$ cat config.mk
export PLATFORM = sky130hd
export DESIGN_NAME = mseu_ctrl
export DESIGN_NICKNAME = d
export VERILOG_FILES = /design/src/hdl/mseu_pkg.sv /design/src/hdl/mseu_ctrl.sv
export SDC_FILE = /design/constraint.sdc
export NUM_CORES = 1
export LEC_CHECK = 0
export BUFFER_PORTS_ARGS = -buffer_cell sky130_fd_sc_hd__buf_2
export CORE_AREA = 2 2 39 41
export CTS_CLUSTER_DIAMETER = 30
export DETAILED_ROUTE_END_ITERATION = 10
export DIE_AREA = 0 0 41 43
export PLACE_DENSITY_LB_ADDON = 0.2
export SLEW_MARGIN = 25
export SYNTH_ARGS = -nofsm -noshare
export SYNTH_HDL_FRONTEND = slang
export SYNTH_SLANG_ARGS = --single-unit
$ cat constraint.sdc
create_clock -name aclk -period 1.8 [get_ports aclk]
set_input_delay 0.18 -clock aclk [delete_from_list [all_inputs] [get_ports aclk]]
set_output_delay 0.18 -clock aclk [all_outputs]
set_load 0.02 [all_outputs]
$ cat src/hdl/mseu_pkg.sv
// Package for the MIPS subset execute unit: opcodes, function codes,
// controller command/status structs and sizing constants. No dependencies.
`timescale 1ns / 1ps
`default_nettype none
package mseu_pkg;
    localparam int DATA_WORDS = 1024;
    localparam int DADDR_W = $clog2(DATA_WORDS);

    localparam logic [5:0] OP_SPECIAL = 6'h00;
    localparam logic [5:0] OP_J       = 6'h02;
    localparam logic [5:0] OP_JAL     = 6'h03;
    localparam logic [5:0] OP_BEQ     = 6'h04;
    localparam logic [5:0] OP_BNE     = 6'h05;
    localparam logic [5:0] OP_BLEZ    = 6'h06;
    localparam logic [5:0] OP_BGTZ    = 6'h07;
    localparam logic [5:0] OP_ADDI    = 6'h08;
    localparam logic [5:0] OP_LUI     = 6'h0F;
    localparam logic [5:0] OP_LW      = 6'h23;
    localparam logic [5:0] OP_SW      = 6'h2B;

    localparam logic [5:0] FN_SLL  = 6'h00;
    localparam logic [5:0] FN_SRL  = 6'h02;
    localparam logic [5:0] FN_JR   = 6'h08;
    localparam logic [5:0] FN_MFHI = 6'h10;
    localparam logic [5:0] FN_MFLO = 6'h12;
    localparam logic [5:0] FN_MULT = 6'h18;
    localparam logic [5:0] FN_DIV  = 6'h1A;
    localparam logic [5:0] FN_ADD  = 6'h20;
    localparam logic [5:0] FN_SUB  = 6'h22;
    localparam logic [5:0] FN_AND  = 6'h24;
    localparam logic [5:0] FN_OR   = 6'h25;
    localparam logic [5:0] FN_XOR  = 6'h26;
    localparam logic [5:0] FN_SLT  = 6'h2A;

    // controller -> datapath
    typedef struct packed {
        logic load_ir;    // capture instruction, start register read
        logic exec;       // compute result, issue memory access
        logic div_start;  // start iterative divide
        logic commit;     // write back, update pc, load output register
    } mseu_cmd_t;

    // datapath -> controller
    typedef struct packed {
        logic is_div;
        logic div_done;
    } mseu_sts_t;
endpackage
`default_nettype wire

$ cat src/hdl/mseu_ctrl.sv
// Controller FSM: sequences fetch, decode, execute, (divide), commit and
// the output handshake. Uses mseu_pkg.
`timescale 1ns / 1ps
`default_nettype none
module mseu_ctrl (
    input  wire logic                aclk,
    input  wire logic                aresetn,
    input  wire logic                s_valid,
    output logic                     s_ready,
    output logic                     m_valid,
    input  wire logic                m_ready,
    input  wire mseu_pkg::mseu_sts_t sts,
    output mseu_pkg::mseu_cmd_t      cmd
);
    localparam logic [2:0] ST_IDLE = 3'd0;
    localparam logic [2:0] ST_READ = 3'd1;
    localparam logic [2:0] ST_EXEC = 3'd2;
    localparam logic [2:0] ST_DIV  = 3'd3;
    localparam logic [2:0] ST_MEM  = 3'd4;
    localparam logic [2:0] ST_CMT  = 3'd5;

    logic [2:0] state_reg, state_next;
    logic       mv_reg, mv_next;
    logic       can_commit;

    // result register may load when empty or being drained
    assign can_commit = !mv_reg || m_ready;
    assign s_ready    = (state_reg == ST_IDLE);
    assign m_valid    = mv_reg;

    always_comb begin
        state_next = state_reg;
        mv_next    = mv_reg && !m_ready;
        cmd        = '0;
        unique case (state_reg)
            ST_IDLE: if (s_valid) begin
                cmd.load_ir = 1'b1;
                state_next  = ST_READ;
            end
            ST_READ: state_next = ST_EXEC;
            ST_EXEC: begin
                cmd.exec = 1'b1;
                if (sts.is_div) begin
                    cmd.div_start = 1'b1;
                    state_next    = ST_DIV;
                end else begin
                    state_next = ST_MEM;
                end
            end
            ST_DIV: if (sts.div_done) state_next = ST_CMT;
            ST_MEM: state_next = ST_CMT;
            ST_CMT: if (can_commit) begin
                cmd.commit = 1'b1;
                mv_next    = 1'b1;
                state_next = ST_IDLE;
            end
            default: state_next = ST_IDLE;
        endcase
    end

    always_ff @(posedge aclk) begin
        if (!aresetn) begin
            state_reg <= ST_IDLE;
            mv_reg    <= 1'b0;
        end else begin
            state_reg <= state_next;
            mv_reg    <= mv_next;
        end
    end

    a_commit_room: assert property (@(posedge aclk) disable iff (!aresetn)
        cmd.commit |-> (!mv_reg || m_ready)) else $error("commit over pending result");
    a_one_cmd: assert property (@(posedge aclk) disable iff (!aresetn)
        $onehot0({cmd.load_ir, cmd.exec, cmd.commit})) else $error("overlapping commands");
    a_commit_valid: assert property (@(posedge aclk) disable iff (!aresetn)
        cmd.commit |=> m_valid) else $error("commit without result valid");
endmodule
`default_nettype wire

Yosys cells after proc, flatten, opt, wreduce, memory -nomap -nowiden
Cells that the tools add are included.
{ "totals": {"romBits": 0, "latchBits": 0, "mem_count": 0, "input_bits": 6, "mem_bits_rw": 0, "output_inout_bits": 6, "elab_cells": 29, "register_bits": 4} }
{ "classes": {"div_mod_pow": 0, "reduce_logical": 6, "shifts": 0, "bitwise": 0, "add_sub_neg": 0, "n_lt_le_gt_ge": 0, "n_mux": 13, "multipliers": 0, "n_eq_ne": 8} }
{ "op_table": {"columns": ["operator", "n"], "rows": [
  ["$pmux 3 s6", 1],
  ["$mux 3", 4],
  ["$mux 1", 7],
  ["$eq 3x2->1 const B", 2],
  ["$eq 3x3->1 const B", 2],
  ["$ne 2x2->1 const B", 3],
  ["$eq 3x1->1 const B", 1],
  ["$logic_not 3->1", 1],
  ["$reduce_and 3->1", 1],
  ["$logic_not 1->1", 2],
  ["$mux 2", 1],
  ["$logic_and 1x1->1", 1],
  ["$logic_or 1x1->1", 1]
]} }

Depth between registers and ports, before layout
Gate-level depths: netlist (run 1).
{ "logic_depth": {"ltp_word": 4, "mapped_depth": 4} }

Least setup slack after synthesis (run 1)
OpenSTA, ideal clock, no wires.
{ "synth_path": {"path_kind": "register to output", "start": "register state_reg[0]", "end": "output port cmd[3] in the netlist's numbering", "stages_incl_launch_ff": 4, "arrival_ns": 1.290, "slack_ns": 0.330, "n_path_buf": 1, "cell_sequence": "dfxtp_1 -> buf_6 -> nor3_1 -> and2_1"} }
{ "synth_rtl": {"columns": ["element", "line", "rtl"], "rows": [
  ["start, declared", "mseu_ctrl.sv:22", "logic [2:0] state_reg, state_next;"],
  ["start signal, assigned", "mseu_ctrl.sv:66", "state_reg <= state_next;"],
  ["end, declared", "mseu_ctrl.sv:13", "output mseu_pkg::mseu_cmd_t cmd"]
]} }

==> flow_metrics.py, run 1 <==
metrics = {
    "outcome": {
        "status": "finished clean",
    },
    "clock_network": {
        "cts_setup_buffers": 0,
        "cts_hold_buf": 0,
        "cts_sinks": 4,
        "cts_buffer_depth": 2,
        "clkLatencyLatePin_ps": 230,
        "cts_tree": "done",
        "cts_resized": 0,
        "h-tree-depth": 1,
        "path_clk_slew_ps": 40,
        "cts-buffers-inserted": 3,
        "root_buffer": "clkbuf_4",
    },
    "yosys": {
        "synth_seq_cells": 4,
        "synth_top_family_by_area": "simple AND/OR/NAND/NOR gates",
        "synthTopCellsByArea": "dfxtp_1 (30%), buf_6 (8.5%), nand2b_1 (7.1%), a21oi_1 (5.7%), o2bb2ai_2 (5.7%)",
        "yosysTopAreaCell": "dfxtp_1",
        "synth_compound_area_share_pct": 23.7,
        "syn_inst": 31,
        "syn_area_um2": 264,
        "synth_cell_types": 19,
        "synth-xor-area-share_pct": 0,
        "synth_warnings": 0,
        "yosysTopAreaCellShare_pct": 30.3,
        "yosys.area_share.adder_pct": 0,
        "synth-simple-area-share_pct": 37.4,
        "synth_area_per_cell_um2": 8.52,
        "synthMuxAreaShare_pct": 0,
        "syn_nets": 37,
        "seq_area_frac_synth_pct": 30.3,
    },
    "routing": {
        "ant_nets": 0,
        "wl_um": 568,
        "dr_total_vias": 247,
        "drt_iter0_markers": 3,
        "drc": 0,
        "via_per_inst": 4.19,
        "firstDrtPassIters": 2,
        "post_drt_wl_per_cell_um": 9.63,
    },
    "cells_and_area": {
        "stdcell_area_um2": 339,
        "area_growth_pct": 28.4,
        "largest_reg_flops": 3,
        "antenna_cells": 0,
        "drive_above_1_share_pct": 39.5,
        "finalNetCount": 51,
        "fin_util_pct": 24.5,
    },
    "sta": {
        "max_freq_mhz": 740,
        "hold_ws_ps": 207,
        "fin_crit_sh_pct": 75.0,
        "worst_pin_slew_ps": 346,
        "rsz0062_at_grt": "no",
        "setup_viol": 0,
        "period_needed_ps": 1350,
        "relSlewSlack_pct": 76.9,
        "final_hold_viol_count": 0,
        "setup_tns_ps": 0,
        "maxSlewViolCount": 0,
        "fin_skew_ps": 0.505,
    },
    "die": {
        "fp.dieW_um": 41,
        "dieArea_mm2": 0.00176,
        "initial_core_util_pct": 19.1,
        "pin_count": 12,
        "num_rows": 14,
        "die_h_um": 43,
        "core_mm2": 0.00138,
    },
    "setup_path": {
        "slowest_delay_ps": 520,
        "crit_path_start_kind": "flip-flop",
        "crit_slowest_cell": "dfxtp_1",
        "path_delay_family": "flip-flops",
        "worstPathMaxFanout": 12,
        "cp.arrival_ps": 1170,
        "end_kind": "output pin",
        "path_cells": "nand3b_1 -> nor2b_1 -> buf_2",
        "worstPathRequired_ps": 1620,
        "cp_num_buf_inv": 1,
        "path_class": "flip-flop to output pin",
    },
    "min_path": {
        "min_path_type": "input pin to flip-flop",
    },
    "flow_run": {
        "drv_cap": 0,
    },
    "global_route": {
        "grt_use_total_pct": 8.22,
        "grt_max_degree": 13,
        "grt_pass1_vias": 234,
        "grt_overflow_total": 0,
        "grt_pass1_wl_um": 910,
        "antenna_found_initial": 0,
    },
    "placed_design": {
        "gp_congestion": 0.594,
        "place_area_um2": 317,
        "dpl.hpwl_um": 421,
        "port_buffers": 11,
    },
    "power": {
        "switching_share_pct": 29.8,
        "seqPwrFrac_pct": 38.2,
        "leakage_nw": 0.139,
        "comb_power_share_pct": 23.1,
        "total_power_uw": 288,
        "clkPwrFrac_pct": 38.7,
        "cell_internal_pwr_uw": 202,
        "ir_worst_vdd_v": 0.000234,
        "powerDensity_mw_per_mm2": 849,
        "switchingPower_uw": 85.7,
    },
}
power by group through the flow:
stage | Clock, mW | Sequential (mW) | Combinational, mW
finish | 0.111 | 0.110 | 0.0666
global route | 0.128 | 0.112 | 0.0741
CTS | 0.119 | 0.110 | 0.0674
detailed placement | 0 | 0.111 | 0.0673
global placement | 0 | 0.112 | 0.0678
floorplan | 0 | 0.101 | 0.0627
cells by family after synthesis:
| family | Yosys count |
|---|---|
| and+or+nand+nor | 17 |
| AOI/OAI and AO/OA | 8 |
| DFF | 4 |
| buffers and inverters | 2 |
synth_stat cells, drive strengths merged:
| library cell | instances |
|---|---|
| nor2 | 2 |
| and4bb | 1 |
| o21a | 1 |
| or2 | 1 |
| dfxtp | 4 |
| a21boi | 1 |
| nand3b | 1 |
| buf | 2 |
| a21oi | 3 |
| o22a | 1 |
| o2bb2ai | 1 |
| nor3b | 1 |
| nor2b | 1 |
| and2 | 1 |
| nor3 | 2 |
| nand2 | 3 |
| o32ai | 1 |
| nand2b | 3 |
| nand3 | 1 |
worst paths after layout:
kind / startpoint / to / slack [ps] / cells after the start
worst max-delay path: state_reg[0] / cmd[0] / 450 / 3
worst min-delay path: aresetn / state_reg[0] / 210 / 2
worst max register to register: state_reg[0] / state_reg[2] / 760 / 3
worst min register to register: m_valid / m_valid / 570 / 2
per-stage QoR:
stage	cells	worst slack [ps]
2_1_floorplan	31	330
3_3_place_gp	56	674
3_5_place_dp	56	697
4_1_cts	59	433
5_1_grt	59	341
6_report	59	449
layer usage:
layer	GRT usage, %	share of wire (%)	wire length, um	vias to the layer above
met3	3.14	10	57	2
met4	10.0	1.8	10	0
met1	8.65	45	255	102
li1	-	-	-	135
met2	10.6	43	244	8
met5	0	0	0	-
cell usage in the layout (no fill, tap or decap):
| master | instances |
|---|---|
| buf_2 | 11 |
| a21oi_1 | 3 |
| o21a_1 | 1 |
| clkbuf_4 | 3 |
| o2bb2ai_2 | 1 |
| and4bb_2 | 1 |
| dfxtp_1 | 4 |
| nor3_1 | 2 |
| o22a_1 | 1 |
| a21boi_0 | 1 |
| and2_1 | 1 |
| nand3_1 | 1 |
| nor2b_1 | 1 |
| nor3b_1 | 1 |
| o32ai_1 | 1 |
| nand3b_1 | 1 |
| nand2_1 | 3 |
| or2_2 | 1 |
| nor2_1 | 2 |
| nand2b_1 | 3 |
final cells by class:
type / count / area [um^2]
timing repair buffer: 11 / 55.1
sequential: 4 / 80.1
fill: 156 / 1040
tap: 16 / 20.0
clock buffer: 3 / 22.5
multi-input combinational: 25 / 161
No activity file was read; power rests on OpenSTA's default activity.
==> run 2, diff against run 1 <==
Clock period 1.8 ns to 1.2 ns, I/O delays scaled along.
==> run 2 against run 1 <==
  * Global-route usage is 0.36 points lower
  * Critical path type unchanged
  * Clock skew is 6.8 ps higher
  * Critical endpoint is now cmd[3]
  * Largest cell class unchanged
  * Die area stayed put
  * Hold slack worse by 55 ps
  * Sequential share of layout area is 0.068 points lower
==> flow_metrics.py, run 2 (synthesized netlist as in run 1, its figures left out) <==
metrics = {
    "setup_path": {
        "path_cells": "nor3_4 -> and2_4 -> buf_6",
        "crit_slowest_cell": "dfxtp_4",
        "crit_path_start_kind": "flip-flop",
        "cp-startpoint": "state_reg[0]",
        "r2r_end": "state_reg[2]",
        "end_kind": "output pin",
        "r2r_start": "state_reg[0]",
        "path_class": "flip-flop to output pin",
        "slowest_delay_ps": 380,
        "cp_num_buf_inv": 1,
        "worstPathMaxFanout": 11,
        "worstPathRequired_ps": 1080,
        "cp.arrival_ps": 1040,
        "path_depth": 3,
        "worstRegToRegCells": 4,
        "crit_end": "cmd[3]",
        "path_delay_family": "flip-flops",
        "r2r_slack_ps": 100,
    },
    "clock_network": {
        "path_clk_slew_ps": 40,
        "h-tree-depth": 1,
        "cts_hold_buf": 0,
        "cts_buffer_depth": 2,
        "cts-buffers-inserted": 3,
        "cts_tree": "done",
        "root_buffer": "clkbuf_4",
        "cts_sinks": 4,
        "clkLatencyLatePin_ps": 240,
    },
    "power": {
        "leakage_nw": 0.159,
        "switchingPower_uw": 139,
        "ir_worst_vdd_v": 0.000367,
        "powerDensity_mw_per_mm2": 1200,
        "comb_power_share_pct": 27.8,
        "switching_share_pct": 29.9,
        "seqPwrFrac_pct": 36.1,
        "cell_internal_pwr_uw": 327,
        "clkPwrFrac_pct": 36.1,
    },
    "sta": {
        "rsz0062_at_grt": "yes",
        "fin_crit_sh_pct": 96.8,
        "worst_pin_slew_ps": 299,
        "worst_slack_ps": 38.0,
        "relSlewSlack_pct": 80.0,
        "period_needed_ps": 1160,
        "max_freq_mhz": 861,
        "hold_ws_ps": 151,
        "fin_skew_ps": 7.34,
        "final_hold_viol_count": 0,
        "setup_viol": 0,
        "maxSlewViolCount": 0,
    },
    "routing": {
        "drc": 0,
        "met1Wirelength_um": 262,
        "firstDrtPassIters": 3,
        "post_drt_wl_per_cell_um": 10.3,
        "ant_nets": 0,
        "dr_total_vias": 265,
        "dr_wl_met3_um": 38,
        "wl_um": 630,
        "top_layer_used": "met4",
        "drt_iter0_markers": 2,
        "wl_met2_um": 317,
        "via_per_inst": 4.34,
    },
    "cells_and_area": {
        "largest_reg_flops": 3,
        "finalNetCount": 53,
        "area_growth_pct": 46.9,
        "drive_above_1_share_pct": 53.3,
        "final_common_cell": "buf_2",
        "antenna_cells": 0,
    },
    "die": {
        "dieArea_mm2": 0.00176,
        "die_h_um": 43,
        "num_rows": 14,
        "fp.dieW_um": 41,
        "initial_core_util_pct": 19.1,
        "core_mm2": 0.00138,
        "pin_count": 12,
    },
    "global_route": {
        "grt_pass1_wl_um": 855,
        "grt_use_total_pct": 7.86,
        "grt_pass1_vias": 216,
        "grt_max_degree": 13,
        "antenna_found_initial": 0,
        "grt_overflow_total": 0,
    },
    "placed_design": {
        "gp_congestion": 0.603,
        "dpl.hpwl_um": 422,
        "port_buffers": 11,
        "pre_cts_ws_ps": 130,
    },
    "min_path": {
        "min_path_type": "input pin to flip-flop",
    },
    "outcome": {
        "status": "finished clean",
    },
    "flow_run": {
        "drv_cap": 0,
    },
}
## run 2: changes by cell type in the layout (fill, tap and decap cells not counted)
cell,delta
buf_4,+3
buf_6,+1
nor3_1,-1
buf_2,-2
nor3_4,+1
and2_4,+1
and2_1,-1
dfxtp_4,+3
dfxtp_1,-3
## run 2: layout make-up
class / count / area, um^2
fillers: 151 / 996
repair buffers: 13 / 78.8
multi-input cells: 25 / 175
flip-flops and latches: 4 / 91.3
well taps: 16 / 20.0
clock buffers: 3 / 22.5
## run 2: worst reg2reg max path, delay by kind of cell (launching register included)
family	cells	cell delay [ps]
flops	1	380
buf+inv	1	150
simple gates	1	280
compound gates	2	240
## run 2: how the worst min path moves through the flow
stage               cells past startpoint    start           end
finish                                  2  aresetn  state_reg[2]
global route                            2  aresetn  state_reg[2]
CTS                                     2  aresetn  state_reg[2]
detailed placement                      2  aresetn  state_reg[0]
global placement                        2  aresetn  state_reg[0]
floorplan                               1  aresetn  state_reg[0]
## run 2: per-stage QoR
step	util [%]	instance area (um^2)	std cells	power [mW]	setup TNS, ps
floorplan	-	269	31	0.249	0
global placement	23.2	322	56	0.272	0
detailed placement	23.2	322	56	0.270	0
CTS	25.1	348	59	0.447	0
global route	28.0	388	61	0.491	-13.8
finish	28.0	388	61	0.466	0
## run 2: power by group through the flow
stage                     Sequential (mW)  Clock (mW)  Combinational [mW]
after floorplan                     0.152           0              0.0969
after global placement              0.168           0               0.104
after detailed placement            0.167           0               0.102
final                               0.168       0.168               0.130
after global routing                0.172       0.178               0.141
after CTS                           0.167       0.176               0.103
## run 2: routing by layer
layer	GRT usage, %	up-vias
met3	3.14	2
met4	10.0	0
met1	8.47	116
met2	9.69	7
met5	0	-
li1	-	140
## run 2: what timing repair did
item                       CTS  global route
setup endpoints to repair    4             2
cloned                       0             0
resized for setup            3             8
pin swaps                    0             1
buffers inserted             0             2
==> run 3, diff against run 2 <==
Settings changed: GPL_TIMING_DRIVEN set to 0, SLEW_MARGIN 25 to unset.
==> run 3 against run 2 <==
  * Setup slack better by 5.3 ps
  * Total power up 0.13%
  * Global-route usage up 0.76 points
  * Via count up 3.8%
  * Die area unchanged
  * Wire length down 4.8%
  * Sequential share of layout area down 1.9 points
  * Largest cell class unchanged
  * Critical path depth up 1
  * Cell area up 2.6%
  * Largest power group unchanged
  * Maximum frequency up 0.46%
==> flow_metrics.py, run 3 (synthesized netlist as in run 1, its figures left out) <==
metrics = {
    "outcome": {
        "status": "finished clean",
    },
    "flow_run": {
        "drv_cap": 0,
    },
    "cells_and_area": {
        "area_growth_pct": 50.7,
        "layout_common_cells": "buf_2 (8), buf_4 (5)",
        "drive_above_1_share_pct": 54.3,
        "stdcell_area_um2": 398,
        "antenna_cells": 0,
        "finalNetCount": 54,
        "largest_reg_flops": 3,
        "final_common_cell": "buf_2",
        "fin_cells": 62,
    },
    "setup_path": {
        "r2r_start": "state_reg[0]",
        "crit_path_start_kind": "flip-flop",
        "worstPathMaxFanout": 6,
        "worstRegToRegCells": 4,
        "end_kind": "output pin",
        "path_class": "flip-flop to output pin",
        "cp.arrival_ps": 1040,
        "worstPathRequired_ps": 1080,
        "cp-startpoint": "state_reg[0]",
    },
    "min_path": {
        "min_path_type": "input pin to flip-flop",
        "min-delay-start": "aresetn",
        "min_path_cells": 2,
    },
    "routing": {
        "ant_nets": 0,
        "wl_um": 600,
        "via_per_inst": 4.44,
        "firstDrtPassIters": 2,
        "dr_total_vias": 275,
        "drc": 0,
        "drt_iter0_markers": 3,
        "post_drt_wl_per_cell_um": 9.68,
    },
    "global_route": {
        "grt_use_total_pct": 8.63,
        "grt_pass1_vias": 248,
        "grt_overflow_total": 0,
        "antenna_found_initial": 0,
        "grt_max_degree": 10,
        "grt_pass1_wl_um": 979,
    },
    "die": {
        "initial_core_util_pct": 19.1,
        "core_mm2": 0.00138,
        "dieArea_mm2": 0.00176,
        "die_h_um": 43,
        "fp.dieW_um": 41,
        "num_rows": 14,
        "pin_count": 12,
    },
    "clock_network": {
        "h-tree-depth": 1,
        "cts_buffer_depth": 2,
        "cts_hold_buf": 0,
        "clkLatencyLatePin_ps": 230,
        "root_buffer": "clkbuf_4",
        "cts_sinks": 4,
        "cts-buffers-inserted": 3,
        "cts_tree": "done",
        "path_clk_slew_ps": 30,
    },
    "sta": {
        "final_hold_viol_count": 0,
        "rsz0062_at_grt": "yes",
        "fin_crit_sh_pct": 96.4,
        "relSlewSlack_pct": 84.5,
        "setup_tns_ps": 0,
        "maxSlewViolCount": 0,
        "max_freq_mhz": 865,
        "worst_pin_slew_ps": 232,
        "setup_viol": 0,
        "fin_skew_ps": 0.664,
        "period_needed_ps": 1160,
    },
    "placed_design": {
        "dp_cells": 58,
        "port_buffers": 11,
        "gp_congestion": 0.604,
        "dpl.hpwl_um": 426,
        "place_area_um2": 344,
    },
    "power": {
        "ir_worst_vdd_v": 0.000391,
        "cell_internal_pwr_uw": 333,
        "switchingPower_uw": 133,
        "comb_power_share_pct": 31.1,
        "switching_share_pct": 28.6,
        "seqPwrFrac_pct": 34.8,
        "powerDensity_mw_per_mm2": 1170,
        "leakage_nw": 0.164,
        "clkPwrFrac_pct": 34.1,
    },
}
run 3: cell count changes in the layout (fill, tap and decap cells not counted), sizes merged:
| cell | change |
|---|---|
| buf | +1 |
run 3: through the flow:
step                      total power, mW  hold WS, ps  setup slack, ps  utilization (%)
final                               0.467          156             43.4             28.8
after global routing                0.500          169            -27.5             28.8
after CTS                           0.467          153             14.1             27.4
after detailed placement            0.287          400              162             24.9
after global placement              0.289          397              144             24.9
after floorplan                     0.249          228             4.61                -
run 3: worst paths after layout:
kind	endpoint	slack, ps
worst max-delay path	cmd[3]	40
worst min register to register	m_valid	570
worst max register to register	state_reg[0]	140
worst min-delay path	state_reg[0]	160
run 3: layout make-up:
class,count,area (um^2)
clock buffers,3,22.5
flip-flops and latches,4,86.3
fillers,158,986
well taps,16,20.0
plain buffers,1,11.3
repair buffers,13,77.6
multi-input cells,25,180
run 3: routing by layer:
metal	vias up	share of wire (%)	GRT usage, %
met5	-	0	0
met4	0	0	10.0
li1	144	-	-
met3	0	3.8	1.57
met2	7	48	11.3
met1	124	48	10.3
run 3: critical path, cell delays in order, from the launching register on:
cell	delay (ps)
dfxtp_2	320
buf_6	130
nor3_4	100
and2_1	130
buf_4	130
run 3: repair_timing:
item	CTS	global route
buffers inserted	2	0
pin swaps	1	1
setup endpoints to repair	2	5
resized for setup	5	4
cloned	0	0
run 3: power groups by stage:
| stage | sequential [mW] | combinational, mW | clock [mW] |
|---|---|---|---|
| floorplan | 0.152 | 0.0969 | 0 |
| detailed placement | 0.154 | 0.133 | 0 |
| global route | 0.164 | 0.161 | 0.174 |
| CTS | 0.160 | 0.135 | 0.172 |
| finish | 0.162 | 0.145 | 0.159 |
| global placement | 0.154 | 0.135 | 0 |
